<file path="src/hw/rtl/lru_key_value_cache_macros.svh">
// Assertion macros shared by the LRU key-value cache RTL.
`ifndef LRU_KEY_VALUE_CACHE_MACROS_SVH
`define LRU_KEY_VALUE_CACHE_MACROS_SVH

// same-cycle implication, sampled on clk, off during reset
`define LKC_ASSERT_NOW(lbl, ante, cons, msg) \
	lbl: assert property (@(posedge clk) disable iff (!arst_n) (ante) |-> (cons)) \
		else $error(msg);

// next-cycle implication, sampled on clk, off during reset
`define LKC_ASSERT_NXT(lbl, ante, cons, msg) \
	lbl: assert property (@(posedge clk) disable iff (!arst_n) (ante) |=> (cons)) \
		else $error(msg);

`endif

</file>
<file path="src/hw/rtl/lkc_pkg.sv">
// Shared types for the LRU key-value cache controller and datapath.
package lkc_pkg;

	localparam int unsigned CAP_W   = 5;
	localparam int unsigned KEY_W   = 32;
	localparam int unsigned VAL_W   = 32;
	localparam int unsigned CAP_RST = 16;

	typedef enum logic {
		OP_GET = 1'b0,
		OP_PUT = 1'b1
	} lkc_op_t;

	typedef struct packed {
		logic start;
		logic scan_rd;
		logic upd_rd;
		logic commit;
		logic load_out;
	} lkc_cmd_t;

	typedef struct packed {
		logic idx_last;
		logic out_free;
	} lkc_sts_t;

endpackage

</file>
<file path="src/hw/rtl/lkc_ctrl.sv">
// Sequencer for the LRU key-value cache: scan sweep, rank update sweep, commit, output.
module lkc_ctrl
	import lkc_pkg::*;
(
	input  logic     clk,
	input  logic     arst_n,
	input  logic     s_tvalid,
	output logic     s_tready,
	input  lkc_sts_t sts,
	output lkc_cmd_t cmd
);

	`include "lru_key_value_cache_macros.svh"

	typedef enum logic [5:0] {
		ST_IDLE  = 6'b000001,
		ST_SCAN  = 6'b000010,
		ST_SWAIT = 6'b000100,
		ST_UPDT  = 6'b001000,
		ST_UWAIT = 6'b010000,
		ST_DONE  = 6'b100000
	} st_t;

	st_t state_q;
	st_t state_d;

	always_comb begin
		state_d      = state_q;
		cmd          = '0;
		s_tready     = 1'b0;
		case (state_q)
			ST_IDLE: begin
				s_tready = 1'b1;
				if (s_tvalid) begin
					cmd.start = 1'b1;
					state_d   = ST_SCAN;
				end
			end
			ST_SCAN: begin
				cmd.scan_rd = 1'b1;
				if (sts.idx_last) begin
					state_d = ST_SWAIT;
				end
			end
			ST_SWAIT: begin
				state_d = ST_UPDT;
			end
			ST_UPDT: begin
				cmd.upd_rd = 1'b1;
				if (sts.idx_last) begin
					state_d = ST_UWAIT;
				end
			end
			ST_UWAIT: begin
				cmd.commit = 1'b1;
				state_d    = ST_DONE;
			end
			ST_DONE: begin
				if (sts.out_free) begin
					cmd.load_out = 1'b1;
					state_d      = ST_IDLE;
				end
			end
			default: begin
				state_d = ST_IDLE;
			end
		endcase
	end

	always_ff @(posedge clk or negedge arst_n) begin
		if (!arst_n) begin
			state_q <= ST_IDLE;
		end else begin
			state_q <= state_d;
		end
	end

	`LKC_ASSERT_NXT(a_start_scan, cmd.start, state_q == ST_SCAN, "accepted item did not start scan")
	`LKC_ASSERT_NXT(a_commit_once, cmd.commit, !cmd.commit && state_q == ST_DONE, "commit repeated")
	`LKC_ASSERT_NOW(a_rd_excl, cmd.scan_rd || cmd.upd_rd, !(cmd.scan_rd && cmd.upd_rd) && !s_tready, "sweep overlap")

endmodule

</file>
<file path="src/hw/rtl/lkc_dp.sv">
// Datapath of the LRU key-value cache: key/value/rank memories, valid bits, sweeps, output register.
module lkc_dp
	import lkc_pkg::*;
#(
	parameter int unsigned MAX_ENTRIES = 16
)
(
	input  logic             clk,
	input  logic             arst_n,
	input  lkc_cmd_t         cmd,
	output lkc_sts_t         sts,
	input  logic             in_op,
	input  logic [KEY_W-1:0] in_key,
	input  logic [VAL_W-1:0] in_val,
	input  logic             cfg_we,
	input  logic [CAP_W-1:0] cfg_cap,
	output logic [CAP_W-1:0] cap,
	output logic             out_valid,
	input  logic             out_ready,
	output logic             out_hit,
	output logic [VAL_W-1:0] out_value
);

	`include "lru_key_value_cache_macros.svh"

	localparam int unsigned IW = (MAX_ENTRIES > 1) ? $clog2(MAX_ENTRIES) : 1;
	localparam int unsigned RW = IW;
	localparam int unsigned CW = $clog2(MAX_ENTRIES + 1);
	localparam int unsigned CX = CW + 1;
	localparam int unsigned EW = (CW > CAP_W) ? CW : CAP_W;

	logic [KEY_W-1:0] key_mem [MAX_ENTRIES];
	logic [VAL_W-1:0] val_mem [MAX_ENTRIES];
	logic [RW-1:0]    rnk_mem [MAX_ENTRIES];

	logic [MAX_ENTRIES-1:0] valid_q;
	logic [CW-1:0]          count_q;
	logic [CAP_W-1:0]       cap_q;
	logic [IW-1:0]          idx_q;

	logic             op_q;
	logic [KEY_W-1:0] key_q;
	logic [VAL_W-1:0] val_q;

	logic             scan_s1;
	logic             upd_s1;
	logic [IW-1:0]    adr_s1;
	logic             vld_s1;
	logic [KEY_W-1:0] key_s1;
	logic [VAL_W-1:0] valm_s1;
	logic [RW-1:0]    rnk_s1;

	logic             hit_q;
	logic [IW-1:0]    hslot_q;
	logic [RW-1:0]    hrank_q;
	logic [VAL_W-1:0] hval_q;
	logic [IW-1:0]    vslot_q;
	logic             ffound_q;
	logic [IW-1:0]    fslot_q;

	logic             out_valid_q;
	logic             out_hit_q;
	logic [VAL_W-1:0] out_value_q;

	logic [EW-1:0] cap_x;
	logic [EW-1:0] eff_x;
	logic          full;
	logic          touch;
	logic          insert;
	logic          evict;
	logic [IW-1:0] ins_slot;
	logic [CX-1:0] rnk_p1;
	logic [RW-1:0] rnk_new;
	logic          rd_en;

	logic [MAX_ENTRIES-1:0] vclr;
	logic [MAX_ENTRIES-1:0] vset;

	assign rd_en = cmd.scan_rd || cmd.upd_rd;

	assign cap_x = EW'(cap_q);
	assign eff_x = (cap_x == '0) ? EW'(1) :
		((cap_x > EW'(MAX_ENTRIES)) ? EW'(MAX_ENTRIES) : cap_x);
	assign full  = EW'(count_q) >= eff_x;

	assign touch    = hit_q;
	assign insert   = !hit_q && (op_q == OP_PUT);
	assign evict    = insert && full;
	assign ins_slot = (evict && (!ffound_q || (vslot_q < fslot_q))) ? vslot_q : fslot_q;

	assign rnk_p1 = CX'(rnk_s1) + CX'(1);

	always_comb begin
		rnk_new = rnk_s1;
		if (touch) begin
			if (adr_s1 == hslot_q) begin
				rnk_new = '0;
			end else if (vld_s1 && (rnk_s1 < hrank_q)) begin
				rnk_new = rnk_s1 + RW'(1);
			end
		end else if (insert) begin
			if (adr_s1 == ins_slot) begin
				rnk_new = '0;
			end else if (vld_s1 && !(evict && (adr_s1 == vslot_q))) begin
				rnk_new = rnk_s1 + RW'(1);
			end
		end
	end

	// set wins over clear when the evicted slot is reused
	always_comb begin
		vclr = '0;
		vset = '0;
		if (evict) begin
			vclr[vslot_q] = 1'b1;
		end
		vset[ins_slot] = 1'b1;
	end

	assign sts.idx_last = idx_q == IW'(MAX_ENTRIES - 1);
	assign sts.out_free = !out_valid_q || out_ready;

	always_ff @(posedge clk) begin
		if (cmd.commit && insert) begin
			key_mem[ins_slot] <= key_q;
		end
		if (rd_en) begin
			key_s1 <= key_mem[idx_q];
		end
	end

	always_ff @(posedge clk) begin
		if (cmd.commit && insert) begin
			val_mem[ins_slot] <= val_q;
		end else if (cmd.commit && touch && (op_q == OP_PUT)) begin
			val_mem[hslot_q] <= val_q;
		end
		if (rd_en) begin
			valm_s1 <= val_mem[idx_q];
		end
	end

	always_ff @(posedge clk) begin
		if (upd_s1) begin
			rnk_mem[adr_s1] <= rnk_new;
		end
		if (rd_en) begin
			rnk_s1 <= rnk_mem[idx_q];
		end
	end

	always_ff @(posedge clk) begin
		if (rd_en) begin
			adr_s1 <= idx_q;
			vld_s1 <= valid_q[idx_q];
		end
		if (cmd.start) begin
			op_q  <= in_op;
			key_q <= in_key;
			val_q <= in_val;
		end
		if (scan_s1 && vld_s1 && (key_s1 == key_q)) begin
			hslot_q <= adr_s1;
			hrank_q <= rnk_s1;
			hval_q  <= valm_s1;
		end
		if (scan_s1 && vld_s1 && (rnk_p1 == CX'(count_q))) begin
			vslot_q <= adr_s1;
		end
		if (scan_s1 && !vld_s1 && !ffound_q) begin
			fslot_q <= adr_s1;
		end
		if (cmd.load_out) begin
			out_hit_q   <= hit_q;
			out_value_q <= (op_q == OP_PUT) ? '0 : (hit_q ? hval_q : '1);
		end
	end

	always_ff @(posedge clk or negedge arst_n) begin
		if (!arst_n) begin
			idx_q       <= '0;
			scan_s1     <= 1'b0;
			upd_s1      <= 1'b0;
			hit_q       <= 1'b0;
			ffound_q    <= 1'b0;
			out_valid_q <= 1'b0;
		end else begin
			scan_s1 <= cmd.scan_rd;
			upd_s1  <= cmd.upd_rd;
			if (rd_en) begin
				idx_q <= sts.idx_last ? '0 : idx_q + IW'(1);
			end
			if (cmd.start) begin
				hit_q    <= 1'b0;
				ffound_q <= 1'b0;
			end else begin
				if (scan_s1 && vld_s1 && (key_s1 == key_q)) begin
					hit_q <= 1'b1;
				end
				if (scan_s1 && !vld_s1) begin
					ffound_q <= 1'b1;
				end
			end
			if (cmd.load_out) begin
				out_valid_q <= 1'b1;
			end else if (out_ready) begin
				out_valid_q <= 1'b0;
			end
		end
	end

	always_ff @(posedge clk or negedge arst_n) begin
		if (!arst_n) begin
			cap_q   <= CAP_W'(CAP_RST);
			valid_q <= '0;
			count_q <= '0;
		end else if (cfg_we) begin
			cap_q   <= cfg_cap;
			valid_q <= '0;
			count_q <= '0;
		end else if (cmd.commit && insert) begin
			if (!evict) begin
				count_q <= count_q + CW'(1);
			end
			valid_q <= (valid_q & ~vclr) | vset;
		end
	end

	assign cap       = cap_q;
	assign out_valid = out_valid_q;
	assign out_hit   = out_hit_q;
	assign out_value = out_value_q;

	`LKC_ASSERT_NOW(a_cnt_pop, 1'b1, $countones(valid_q) == 32'(count_q), "count differs from valid bits")
	`LKC_ASSERT_NXT(a_cnt_cap, cmd.commit, EW'(count_q) <= eff_x, "count above capacity after commit")
	`LKC_ASSERT_NXT(a_load_vld, cmd.load_out, out_valid_q, "result not presented after load")

endmodule

</file>
<file path="src/hw/rtl/lru_key_value_cache.sv">
// Top level of the fully associative LRU key-value cache with APB capacity register.
//
//  channel   dir  handshake                 payload
//  s_*       in   s_tvalid/s_tready         tuser=op, tdata={value,key}
//  m_*       out  m_tvalid/m_tready         tuser=hit, tdata=read_value
//  apb       in   psel&penable&pwrite       capacity at byte address 0
//
// Each item takes a key/rank sweep and a rank update sweep,
// one entry per cycle through the single read port of each memory.
// Reset clears valid bits, entry count and control; capacity resets to 16.
// A capacity write empties the store at once.
// A finished result waits in the output register; the next item is taken meanwhile
// and stalls only at its own result hand-off.
module lru_key_value_cache
	import lkc_pkg::*;
#(
	parameter int unsigned MAX_ENTRIES = 16
)
(
	input  logic        clk,
	input  logic        arst_n,
	input  logic        s_tvalid,
	output logic        s_tready,
	input  logic [63:0] s_tdata,   // [31:0] key, [63:32] value
	input  logic        s_tuser,   // [0] op
	output logic        m_tvalid,
	input  logic        m_tready,
	output logic [31:0] m_tdata,   // [31:0] read_value
	output logic        m_tuser,   // [0] hit
	input  logic        psel,
	input  logic        penable,
	input  logic        pwrite,
	input  logic [1:0]  paddr,
	input  logic [31:0] pwdata,
	output logic [31:0] prdata,
	output logic        pready
);

	lkc_cmd_t         cmd;
	lkc_sts_t         sts;
	logic             cfg_we;
	logic [CAP_W-1:0] cap;

	assign pready = 1'b1;
	assign cfg_we = psel && penable && pwrite && pready && (paddr == 2'b00);
	assign prdata = {{(32 - CAP_W){1'b0}}, cap};

	lkc_ctrl u_ctrl (
		.clk      (clk),
		.arst_n   (arst_n),
		.s_tvalid (s_tvalid),
		.s_tready (s_tready),
		.sts      (sts),
		.cmd      (cmd)
	);

	lkc_dp #(
		.MAX_ENTRIES (MAX_ENTRIES)
	) u_dp (
		.clk       (clk),
		.arst_n    (arst_n),
		.cmd       (cmd),
		.sts       (sts),
		.in_op     (s_tuser),
		.in_key    (s_tdata[31:0]),
		.in_val    (s_tdata[63:32]),
		.cfg_we    (cfg_we),
		.cfg_cap   (pwdata[CAP_W-1:0]),
		.cap       (cap),
		.out_valid (m_tvalid),
		.out_ready (m_tready),
		.out_hit   (m_tuser),
		.out_value (m_tdata)
	);

endmodule

</file>
<file path="config.mk">
export PLATFORM = sky130hd
export DESIGN_NAME = lru_key_value_cache
export DESIGN_NICKNAME = d
export VERILOG_FILES = /design/src/hw/rtl/lkc_pkg.sv /design/src/hw/rtl/lkc_ctrl.sv /design/src/hw/rtl/lkc_dp.sv /design/src/hw/rtl/lru_key_value_cache.sv
export VERILOG_INCLUDE_DIRS = /design/src /design/src/hw/rtl
export SDC_FILE = /design/constraint.sdc
export NUM_CORES = 1
export LEC_CHECK = 0
export BUFFER_PORTS_ARGS = -buffer_cell sky130_fd_sc_hd__buf_2
export CAP_MARGIN = 20
export CORE_UTILIZATION = 60
export DETAILED_ROUTE_END_ITERATION = 7
export GPL_ROUTABILITY_DRIVEN = 0
export GPL_TIMING_DRIVEN = 0
export PLACE_DENSITY = 0.75
export SLEW_MARGIN = 20
export SYNTH_ARGS = -nofsm -noshare
export SYNTH_HDL_FRONTEND = slang
export SYNTH_SLANG_ARGS = --single-unit
</file>
<file path="constraint.sdc">
create_clock -name clk -period 13.93 [get_ports clk]
set_input_delay 1.393 -clock clk [delete_from_list [all_inputs] [get_ports clk]]
set_output_delay 1.393 -clock clk [all_outputs]
set_load 0.02 [all_outputs]
</file>
==> results by group <==
GRT
  – Total global routing overflow: 0
  – Met3 Track Usage GR: between 7 and 8%
  – Largest net degree at the start of global routing: 42
  – Initial antenna violation count: 0
  – GRT Total Usage: roughly 30%
  – First-pass GRT wire length: between 150000 and 200000 um
  – GRT met1 Usage: about two fifths
  – Most Crowded Layer GR: met2
  – Grt met2 use: between 40% and 50%
  – Vias in the first global route: around 27000

Power
  – Worst vdd ir: 0.0001427 V
  – PD cells: about 190 nW/um^2
  – LEAKAGE: a little under 20 nW

Clock tree
  – Cts bufs inserted: ~130
  – Post-CTS resize count: 0
  – Clock Tree Buf Depth: 3
  – Root Buffer: clkbuf_16
  – Worst-skew pair later-pin latency: ~740 ps
  – Hold_buf cts: 0
  – Clk slew on worst S/H paths: roughly 60 ps
  – # H-tree levels: 4
  – # Post-CTS Setup Buffers: 0
  – CTS Sinks: between 1000 and 1500
  – TritonCTS clock tree: done

Logic synthesis
  – Primary FF master, synth: edfxtp_1
  – Post-synthesis cell count: 2290
  – Ys async rst share: between 3 and 4%
  – Cell variety after synth: ~70
  – Mapped Area: roughly 52000 um^2
  – Post-synth EDFFs: between 1000 and 1500
  – Synth warn: 0
  – Cell taking the most area after synthesis: edfxtp_1
  – Yosys top cell area share: around three quarters
  – Sequential fraction of the synthesis area: 77.85%
  – Syn_area_per_cell: approximately 23 um^2
  – Synth Register Bits: 1348
  – Most area-consuming cells after synthesis: edfxtp_1 76%, mux4_2 15%, dfrtp_1 1.9%, xor2_1 0.74%, buf_4 0.55%

Place
  – Hpwl dp: about 72000 um
  – DP Worst Slack: ~10000 ps
  – Port Buf Inserts: between 100 and 150

Run status
  – Status: complete, no violations

Floorplan
  – Die width: ~300 um
  – Die height: 295.6 um
  – Placeable Area: ~85000 um^2
  – I/O pin count: about 170
  – Row cnt: around 110
  – Initial Util: approximately three fifths
  – DIE AREA: between 80000 and 90000 um^2

Routing
  – Routed wire per std cell: between 30 and 40 um
  – Post-route ant nets: 0
  – DRC Markers: 0
  – DRT iter0 DRCs: approximately 4000
  – Wirelength, routed: between 100000 and 150000 um
  – DR vias/cell: 6.694
  – Routed via count: approximately 26000
  – DRT Pass-1 Iters: 8

Setup path
  – Critical path startpoint category: register
  – Crit path depth: 14
  – Critical path arrival: between 4000 and 5000 ps
  – Critical path endpoint: u_dp.val_mem[6][12]
  – Crit path kind: reg -> reg
  – Slowest CP cell: nor2_4
  – Slowest cell delay on critical path: about 700 ps
  – Worst Setup SP: u_dp.cap[1]
  – Largest fanout on the critical path: 18
  – Critical path, cell by cell: nor3_1, nor2_1, nor2_1, ha_1, nor2b_1, o21ai_1, a31o_1, buf_6, and3_4, buf_12, mux2i_1, o211ai_2, nor2_4, buf_12
  – CP bufs+invs: 3
  – Delay-heaviest family, CP: simple AND/OR/NAND/NOR gates
  – Crit. End Element: register
  – Required time of the critical path: 14350 ps
  – R2r setup slk: about 10000 ps
  – Reg2reg start: u_dp.cap[1]
  – Reg2reg end: u_dp.val_mem[6][12]
  – Worst Reg-to-Reg Cells: 14

Timing
  – Least-Margin Pin Slew: between 1000 and 1500 ps
  – Slew Viols, Final: 0
  – Final hold violations: 0
  – Worst setup margin: between 10000 and 15000 ps
  – Max transition margin: about a fifth
  – Achievable Freq: approximately 260 MHz
  – Final TNS setup: 0 ps
  – RSZ-0062 raised after global routing: false
  – Post-route minimum period: 3829 ps
  – Fin Clk Skew: between 20 and 30 ps
  – Endpoints failing setup: 0
  – Tcrit/Tclk final: between 20% and 30%

Finish
  – Nets: around 2700
  – Layout cells sized above 1: a little under a third
  – Synth-to-layout area growth: 14.71%
  – Antenna cells: 0

Job
  – Max_cap viols: 0

Min path
  – Worst hold path class: reg -> reg
worst reg2reg max path: stages, from the launching register on:
cell      delay (ps)
dfrtp_1          410
nor3_1           200
nor2_1            70
nor2_1           100
ha_1             230
nor2b_1          110
o21ai_1          100
a31o_1           240
buf_6            170
and3_4           220
buf_12           150
mux2i_1          280
o211ai_2         260
nor2_4           700
buf_12           290
worst min path at each step:
stage | endpoint | start | slack [ps] | depth (start not counted)
after floorplan | u_dp.hval_q[0] | u_dp.valm_s1[0] | 400 | 0
after global placement | u_dp.hval_q[4] | u_dp.valm_s1[4] | 400 | 0
after detailed placement | u_dp.hval_q[6] | u_dp.valm_s1[6] | 400 | 0
after CTS | u_dp.hval_q[6] | u_dp.valm_s1[6] | 420 | 0
after global routing | u_dp.hval_q[19] | u_dp.valm_s1[19] | 420 | 0
final | u_dp.hval_q[6] | u_dp.valm_s1[6] | 410 | 0
cell type report:
type	instances	area, um^2
fillers	4815	25930
clock inverters	83	752.0
repair buffers	168	1610
clock buffers	161	3540
plain buffers	130	718.2
inverters	61	234.0
multi-input cells	777	10780
well taps	1144	1431
flip-flops and latches	1348	40280
sequential cells by signal, summed over array words and instances, names as in the netlist, 5 cells and up:
| signal | count |
|---|---|
| u_dp.valm_s1 | 32 |
| u_dp.rnk_mem | 64 |
| u_dp.key_q | 32 |
| u_dp.key_mem | 512 |
| u_dp.hval_q | 32 |
| u_dp.cap | 5 |
| u_dp.val_mem | 512 |
| u_dp.count_q | 5 |
| u_dp.val_q | 32 |
| u_dp.valid_q | 16 |
| u_dp.out_value | 32 |
| u_dp.key_s1 | 32 |
| u_ctrl.state_q | 6 |
report_power, final:
group / switching [W] / internal (W) / total, W
Combinational: 0.00137 / 0.00118 / 0.00255
Sequential: 0.000229 / 0.00486 / 0.00508
Clock: 0.00152 / 0.00203 / 0.00354
Total: 0.00312 / 0.00806 / 0.0112
cell usage in the layout, fill, tap and decap left out, types with 6 or more instances in the layout:
cell        count
conb_1         28
xnor2_1         9
clkinv_2       23
inv_2          13
a21oi_1        56
nor4_1          7
nand3_1         9
inv_1          47
mux4_2        345
nor3_1         10
nand2b_1        8
edfxtp_1     1307
a31oi_1         6
buf_12         25
nor2b_1         7
nand2_1        30
bufinv_16      11
o21ai_1        13
clkinvlp_4      7
nand4_1         9
buf_2         145
nor2_1         49
dfrtp_1        39
nor2_4         18
a22oi_1        10
inv_6           6
mux2i_1         9
clkbuf_2        6
ha_1           14
o21ai_0        21
buf_4          45
buf_16         17
clkbuf_16     138
clkinv_1       30
clkbuf_1       72
xor2_1         44
per-layer routing:
| metal | wire length [um] | up-vias |
|---|---|---|
| met3 | 14010 | 304 |
| li1 | - | 10140 |
| met4 | 4125 | 0 |
| met5 | 0 | - |
| met1 | 46130 | 13550 |
| met2 | 62160 | 1924 |
synth_stat cells (3+ instances only):
cell and count:
nand4_1 9, and2b_1 3, a21o_1 3, nor3_4 3, xnor2_1 9, buf_2 27
o211ai_2 5, inv_1 61, o211ai_1 3, xor2_1 44, nand3b_1 4, nand3_4 4
nor2_1 65, buf_4 38, buf_1 6, nor2b_1 8, o21ai_1 13, ha_1 14
mux2_2 5, nand2_1 33, a31oi_1 6, nand3_1 9, nand2b_1 8, buf_6 4
edfxtp_1 1307, a22oi_1 10, a21oi_1 56, mux4_2 345, o21ai_0 21, mux2i_1 9
clkbuf_1 54, dfrtp_1 39, nor4_1 7, nor3b_1 3, nor3_1 12
kinds of logic after synthesis:
family                   after synthesis  share of synthesized area, %
flip-flops                          1348                         77.85
multiplexers                         361                         15.35
buffers and inverters                191                         1.816
AND/OR/NAND/NOR                      184                         2.007
AO/OA/AOI/OAI                        137                         1.727
XOR/XNOR                              53                        0.8973
adder cells (fa/ha/maj)               14                        0.3386
other                                  2                       0.01452
through the flow:
| step | util (%) | std cells | instance area (um^2) | hold WS [ps] | power, W |
|---|---|---|---|---|---|
| floorplan | - | 2316 | 51830 | 400.3 | 0.006805 |
| global placement | 63.15 | 3578 | 53850 | 400.7 | 0.007522 |
| detailed placement | 64.52 | 3625 | 55020 | 404.5 | 0.007642 |
| CTS | 69.55 | 3869 | 59310 | 418.1 | 0.01120 |
| global route | 69.59 | 3872 | 59350 | 421.1 | 0.01149 |
| finish | 69.59 | 3872 | 59350 | 414.2 | 0.01118 |
No activity file was read; power rests on OpenSTA's default activity.
